## src/aesa_nearest_neighbour_search_assert.svh

```systemverilog
// Assertion helpers, clocked on clk_i and held off while rst_ni is low.
`ifndef AESA_NEAREST_NEIGHBOUR_SEARCH_ASSERT_SVH
`define AESA_NEAREST_NEIGHBOUR_SEARCH_ASSERT_SVH

// Same-cycle implication.
`define AESA_ASSERT_IMP(lbl, ante, cons, msg) \
  lbl: assert property (@(posedge clk_i) disable iff (!rst_ni) (ante) |-> (cons)) \
    else $error(msg);

// Next-cycle implication.
`define AESA_ASSERT_NXT(lbl, ante, cons, msg) \
  lbl: assert property (@(posedge clk_i) disable iff (!rst_ni) (ante) |=> (cons)) \
    else $error(msg);

`endif

```

## src/aesa_pkg.sv

```systemverilog
package aesa_pkg;

  localparam int MAX_PROTO = 64;
  localparam int IDX_W     = 6;
  localparam int DIST_W    = 32;
  localparam int STEP_W    = 7;
  localparam int CNT_W     = 7;
  localparam int TAB_AW    = 2 * IDX_W;
  localparam int IN_DW     = 48;
  localparam int OUT_DW    = 56;

  localparam logic [CNT_W-1:0] PC_RESET = CNT_W'(MAX_PROTO);

  localparam logic [1:0] CMD_WRITE = 2'd0;
  localparam logic [1:0] CMD_START = 2'd1;
  localparam logic [1:0] CMD_REPLY = 2'd2;

  localparam logic KIND_REQUEST = 1'b0;
  localparam logic KIND_DONE    = 1'b1;

  typedef struct packed {
    logic              en;
    logic [IDX_W-1:0]  addr;
    logic              elim;
    logic [DIST_W-1:0] lb;
  } bound_wr_t;

endpackage

```

## src/aesa_bound_mem.sv

```systemverilog
module aesa_bound_mem (
  input  logic                          clk_i,
  input  logic                          rst_ni,
  input  logic                          clear_i,
  input  logic [aesa_pkg::IDX_W-1:0]    rd_addr_i,
  output logic [aesa_pkg::DIST_W:0]     rd_data_o,
  input  aesa_pkg::bound_wr_t           wr_i
);

  // word = {eliminated, lower bound}; an entry without its valid bit reads as zero
  logic [aesa_pkg::DIST_W:0]        mem_q [aesa_pkg::MAX_PROTO];
  logic [aesa_pkg::MAX_PROTO-1:0]   valid_q;
  logic [aesa_pkg::DIST_W:0]        rd_raw_q;
  logic                             rd_vld_q;

  always_ff @(posedge clk_i) begin
    if (wr_i.en) begin
      mem_q[wr_i.addr] <= {wr_i.elim, wr_i.lb};
    end
    rd_raw_q <= mem_q[rd_addr_i];
    rd_vld_q <= valid_q[rd_addr_i];
  end

  always_ff @(posedge clk_i or negedge rst_ni) begin
    if (!rst_ni) begin
      valid_q <= '0;
    end else if (clear_i) begin
      valid_q <= '0;
    end else if (wr_i.en) begin
      valid_q[wr_i.addr] <= 1'b1;
    end
  end

  assign rd_data_o = rd_vld_q ? rd_raw_q : '0;

endmodule

```

## config.mk

```make
export PLATFORM = sky130hd
export DESIGN_NAME = aesa_bound_mem
export DESIGN_NICKNAME = d
export VERILOG_FILES = /design/src/aesa_nearest_neighbour_search_assert.svh /design/src/aesa_pkg.sv /design/src/aesa_bound_mem.sv
export SDC_FILE = /design/constraint.sdc
export NUM_CORES = 2
export LEC_CHECK = 0
export ABC_AREA = 0
export BUFFER_PORTS_ARGS = -buffer_cell sky130_fd_sc_hd__buf_4
export CORE_AREA = 2 2 461 463
export DETAILED_ROUTE_END_ITERATION = 10
export DIE_AREA = 0 0 463 465
export HOLD_SLACK_MARGIN = 0.1
export PLACE_DENSITY = 0.54
export SLEW_MARGIN = 20
export SYNTH_ARGS = -nofsm -noshare
export SYNTH_HDL_FRONTEND = slang
export SYNTH_SLANG_ARGS = --single-unit
```

## constraint.sdc

```tcl
create_clock -name clk_i -period 1.87 [get_ports clk_i]
set_input_delay 0.187 -clock clk_i [delete_from_list [all_inputs] [get_ports clk_i]]
set_output_delay 0.187 -clock clk_i [all_outputs]
set_load 0.01 [all_outputs]
```

After elaboration in Yosys (flattened, before gate mapping). Memories as Yosys holds them, arrays and structs flattened. A register that Yosys moved wholly into a read port is not among the register bits. Cells that the tools add are included.

Flip-flop bits (word level): 65. Bits in writable memories: 2112. Output and inout bits: 33. Logic and storage cells: 18. Memories: 1.

Memories: mem_q (words 64, width 33, read ports 1, clocked after Yosys merged registers in 1, write ports 1, line aesa_bound_mem.sv:11) `logic [aesa_pkg::DIST_W:0] mem_q [aesa_pkg::MAX_PROTO];`.

Order comparisons: 3. Muxes and demuxes: 9. Bitwise operators: 1. Reduce and logical (&&, ||, !) cells: 2.

Operators by type and width (count): 64-bit two-way mux (2); 64-bit OR (1); 33-bit two-way mux (1); 6-bit by 7-bit < comparator with 1-bit output (second input constant) (2); 1-bit binary-select mux with 6-bit select (1); 1-bit demux with 6-bit select (1); 6-bit by 1-bit >= comparator with 1-bit output (second input constant) (1); 1-bit two-way mux (4); 2-bit nonzero test (1); 1-bit logical AND (1).

Logic depth before layout (Yosys ltp).
Depth after elaboration: 7. Gate-level depth with buffers: 10. Depth with buffers taken out: 5.

Least setup slack after synthesis. Ideal clock, no wire load.

Path type: in2reg. Start: in wr_i[38] (netlist bit). End: mem mem_q[48][0] (netlist bit) (enable). Arrival time: 4.036 ns. Data required time: 1.361 ns. Setup slack: -2.675 ns. Stages: 4. Path buffers: 1. Cells stage by stage: clkbuf_1 -> nand3_1 -> or2_2 -> nor4_1.

RTL lines: start, declared (line aesa_bound_mem.sv:7) `input aesa_pkg::bound_wr_t wr_i`; end, declared (line aesa_bound_mem.sv:11).

Straight into the memory's write port.

Worst setup path after layout.
Start: reg rd_raw_q[15] (netlist bit), read port of mem_q. End: out rd_data_o[15] (netlist bit).

Cells in the longest elaborated chain, start to end: 1.

Ends and longest elaborated chain: start, declared (line aesa_bound_mem.sv:13) `logic [aesa_pkg::DIST_W:0] rd_raw_q;`; 33-bit two-way mux (line aesa_bound_mem.sv:34) `assign rd_data_o = rd_vld_q ? rd_raw_q : '0;`; end, declared (line aesa_bound_mem.sv:6) `output logic [aesa_pkg::DIST_W:0] rd_data_o,`.

No other way between the ends.

==> load_flow_metrics.sql <==
INSERT INTO impl_metrics (metric_group, metric, value, unit) VALUES
('route', 'first_pass_iters', '5', ''),
('sta', 'grt_setup_unrepaired', 'true', ''),
('die', 'area_of_the_die', '0.215', 'sq mm'),
('clock_network', 'clkSinkCount', '2210', ''),
('critical_path', 'cpMaxStageDelayCell', 'sky130_fd_sc_hd__dfxtp_1', ''),
('clock_network', 'h-tree-depth', '4', ''),
('sta', 'worst_slew_pin_slew', '0.814', 'ns'),
('placed_design', 'post_dp_cell_area', '0.0939', 'sq mm'),
('layout', 'register_area', '0.0657', 'sq mm'),
('sta', 'fmax', '503', 'MHz'),
('sta', 'report.final.slew_viol_count', '0', ''),
('layout', 'area.growth.synth_to_final', '21.7', '%'),
('placed_design', 'dp.final_hpwl', '144000', 'um'),
('critical_path', 'cp_cell_instances', 'and2_4 > buf_6', ''),
('clock_network', 'clock-root-buffer', 'sky130_fd_sc_hd__clkbuf_16', ''),
('critical_path', 'path_delay_family', 'flip-flops', ''),
('global_route', 'via_count_of_the_first_global_routing_pass', '42948', ''),
('yosys', 'synth_ff_type', 'sky130_fd_sc_hd__edfxtp_1', ''),
('sta', 'final.setup_skew', '0.0233', 'ns'),
('yosys', 'synthArstFlopShare', '2.90', '%'),
('power_and_ir_drop', 'worst_case_vdd_ir_drop', '0.000832', 'V'),
('placed_design', 'finalWeightedCongestion', '0.774', ''),
('power_and_ir_drop', 'design_power_total', '104', 'mW'),
('critical_path', 'peak_per_stage_delay_on_the_critical_path', '0.62', 'ns'),
('run_status', 'status', 'finished, violations left', ''),
('critical_path', 'timing.critical_path.required', '1.68', 'ns'),
('global_route', 'initial_antenna_violation_count', '8', ''),
('route', 'routed_wl', '231000', 'um'),
('yosys', 'postSynthRegisterBits', '2210', ''),
('yosys', 'yosysUniqueCellTypes', '37', ''),
('route', 'routedWlPerCell', '31.0', 'um'),
('route', 'post_drt_via_cell_ratio', '5.66', ''),
('critical_path', 'timing.critical_path.arrival', '1.80', 'ns'),
('critical_path', 'highest_net_fanout_along_the_worst_path', '1', ''),
('clock_network', 'clkTransAtPathRegs', '0.06', 'ns'),
('job', 'cap_violations', '0', ''),
('hold_path', 'worstHoldPathType', 'in2reg', ''),
('clock_network', 'cts.path.max_buffers', '3', ''),
('clock_network', 'tritoncts', 'yes', ''),
('power_and_ir_drop', 'cellLeakagePower', '33.2', 'nW'),
('placed_design', 'port-buffer-count', '81', ''),
('critical_path', 'cp_num_buf_inv', '1', ''),
('yosys', 'synth_seq_area_share', '78.3', '%'),
('layout', 'final_nets', '4483', ''),
('layout', 'final.fill_count', '17169', ''),
('global_route', 'grt_overflow', '0', ''),
('yosys', 'synth.yosys.warnings', '0', ''),
('yosys', 'postSynthAreaPerCell', '22.3', 'sq um'),
('die', 'initial_core_util', '39.8', '%'),
('placed_design', 'numPlacedInstances', '6974', ''),
('sta', 'final-setup-viol-count', '33', ''),
('run_status', 'violations_in_the_final_reports', 'negative setup slack', ''),
('sta', 'fin_crit', '1.99', 'ns'),
('sta', 'fin_ws', '-0.120', 'ns'),
('die', 'site_row_count', '169', ''),
('critical_path', 'end_kind', 'output port', ''),
('yosys', 'number_of_synthesized_flops_with_an_enable_pin', '2112', ''),
('global_route', 'grt.total_usage', '21.4', '%'),
('critical_path', 'timing.critical_path.from_type', 'flip-flop', ''),
('die', 'die_y', '465', 'um'),
('route', 'detail_route.drc_violations', '0', ''),
('sta', 'slew-limit-headroom', '45.8', '%'),
('layout', 'layout-drive-gt1-share', '35.2', '%'),
('yosys', 'postSynthCellCount', '3758', ''),
('layout', 'multi_input_comb_area', '0.0179', 'sq mm'),
('yosys', 'synthesis.area', '0.0839', 'sq mm'),
('clock_network', 'cts_made_buffers', '224', ''),
('layout', 'design_area', '0.102', 'sq mm'),
('power_and_ir_drop', 'p_per_area', '1020', 'mW/mm^2'),
('layout', 'final-instance-count-excl-fill', '7452', ''),
('global_route', 'grt_start_max_net_pins', '65', ''),
('route', 'via_count', '42165', ''),
('global_route', 'grt_pass1_wl', '327000', 'um'),
('route', 'number_of_nets_with_antenna_violations_after_routing', '0', ''),
('route', 'drt-initial-drc-count', '4206', ''),
('sta', 'finalCritPeriodShare', '106', '%'),
('die', 'floorplan.die.width', '463', 'um'),
('yosys', 'mappedNetlistNets', '3807', ''),
('sta', 'minimum_hold_slack', '0.156', 'ns'),
('critical_path', 'setup.worst_path.class', 'reg2out', ''),
('layout', 'layout.core_utilization', '48.4', '%'),
('sta', 'hold_viol_final', '0', ''),
('die', 'i_o_pin_total', '82', ''),
('clock_network', 'clock_latency_at_the_later_pin_of_the_worst_skew_pair', '0.86', 'ns'),
('die', 'core_area', '0.211', 'sq mm');
==> power breakdown <==
part | internal (mW) | total [mW] | leakage [nW] | switching [mW]
clock | 24.6 | 43.4 | 3.48 | 18.8
sequential | 54.7 | 54.8 | 20.2 | 0.188
combinational | 2.69 | 6.24 | 9.51 | 3.56
total | 81.9 | 104 | 33.2 | 22.6
==> worst min-delay path, cell delays in order <==
cell                      delay [ns]
sky130_fd_sc_hd__buf_8          0.19
sky130_fd_sc_hd__o21ai_1        0.12
sky130_fd_sc_hd__buf_4          0.16
sky130_fd_sc_hd__nand2_2        0.15
sky130_fd_sc_hd__nor2_1         0.11
==> metrics by stage <==
| stage | setup WS, ns | setup TNS [ns] |
|---|---|---|
| 4_1_cts | -0.181 | -4.75 |
| 5_1_grt | -0.174 | -4.57 |
| 3_3_place_gp | -0.943 | -20.29 |
| 3_5_place_dp | -0.882 | -20.59 |
| 2_1_floorplan | -0.397 | -431.71 |
| 6_report | -0.120 | -2.79 |
==> final timing paths <==
check / startpoint / end / slack, ns / cells after the start
worst max-delay path: rd_raw_q[15] / rd_data_o[15] / -0.12 / 2
worst min-delay path: rd_addr_i[2] / rd_raw_q[23] / 0.16 / 5
worst max register to register: mem_q[39][29] / rd_raw_q[29] / 0.03 / 6
worst min register to register: valid_q[54] / valid_q[54] / 0.49 / 2
max in group asynchronous: rst_ni / valid_q[13] / 1.19 / 4
min in group asynchronous: rst_ni / valid_q[38] / 0.35 / 4
==> flip-flops by register name, summed over array words and instances (netlist names) <==
register / count
rd_raw_q: 33
mem_q: 2112
rd_vld_q: 1
valid_q: 64
==> cells in the final DEF (no fill, tap or decap), drive strengths merged, types with 3 or more instances in the layout <==
cell type	count
a211oi	3
a21oi	55
a221oi	58
a31oi	10
and2	36
buf	612
bufinv	13
clkbuf	307
clkinv	84
clkinvlp	3
dfrtp	64
dfxtp	34
diode	7
dlygate4sd3	50
edfxtp	2112
inv	15
mux2i	114
mux4	553
nand2	37
nand2b	16
nand3	9
nand3b	5
nor2	243
nor2b	7
nor3	13
o21ai	81
o221ai	29
o22ai	44
or2	3
or3b	4
==> what timing repair did <==
item | 4_1_cts | 5_1_grt
gates resized for setup | 101 | 30
endpoints found under the hold margin | 2316 | 0
hold buffers | 51 | 0
setup endpoints to repair | 47 | 52
buffers inserted | 4 | 0
pin swaps | 3 | 4
gates cloned | 1 | 0
==> cells in the mapped netlist, types with 4 or more instances <==
library cell	count	area, sq um
sky130_fd_sc_hd__nor2_1	243	912
sky130_fd_sc_hd__mux2i_1	114	1140
sky130_fd_sc_hd__buf_6	4	45.0
sky130_fd_sc_hd__o21ai_0	81	405
sky130_fd_sc_hd__a21oi_1	55	275
sky130_fd_sc_hd__dfxtp_1	34	681
sky130_fd_sc_hd__a31oi_1	10	62.6
sky130_fd_sc_hd__edfxtp_1	2112	63400
sky130_fd_sc_hd__o22ai_1	44	275
sky130_fd_sc_hd__clkbuf_1	69	259
sky130_fd_sc_hd__or3b_2	4	35.0
sky130_fd_sc_hd__nand3_1	9	45.0
sky130_fd_sc_hd__nand3b_1	5	37.5
sky130_fd_sc_hd__inv_1	5	18.8
sky130_fd_sc_hd__o221ai_1	29	254
sky130_fd_sc_hd__a221oi_1	58	508
sky130_fd_sc_hd__buf_4	24	180
sky130_fd_sc_hd__buf_1	7	26.3
sky130_fd_sc_hd__buf_2	109	546
sky130_fd_sc_hd__nand2b_1	16	100
sky130_fd_sc_hd__nor3_1	13	65.1
sky130_fd_sc_hd__and2_1	36	225
sky130_fd_sc_hd__dfrtp_1	64	1600
sky130_fd_sc_hd__mux4_2	553	12500
sky130_fd_sc_hd__nor2b_1	7	43.8
sky130_fd_sc_hd__nand2_1	37	139
==> cells by family after synthesis <==
logic type / synth area share (%)
flops: 78.3
buf+inv: 1.28
simple gates: 1.96
mux: 16.2
compound gates: 2.20
==> layer usage <==
layer  track usage [%]  share of wire, %  up-vias
li1                  -                 -    17223
met4              4.75               1.9        0
met3              2.62               5.5      254
met1              30.3                43    23331
met2              35.8                50     1357
met5                 0                 0        -
==> final cells by class <==
cell class                      count  area share, %
Tap cell                         2821           3.46
Timing Repair Buffer              663           7.59
Multi-Input combinational cell   1330           17.6
Clock inverter                    110           1.02
Sequential cell                  2210           64.4
Inverter                            5         0.0184
Clock buffer                      306           5.96
Antenna cell                        7         0.0172
(Power assumes the default switching activity.)
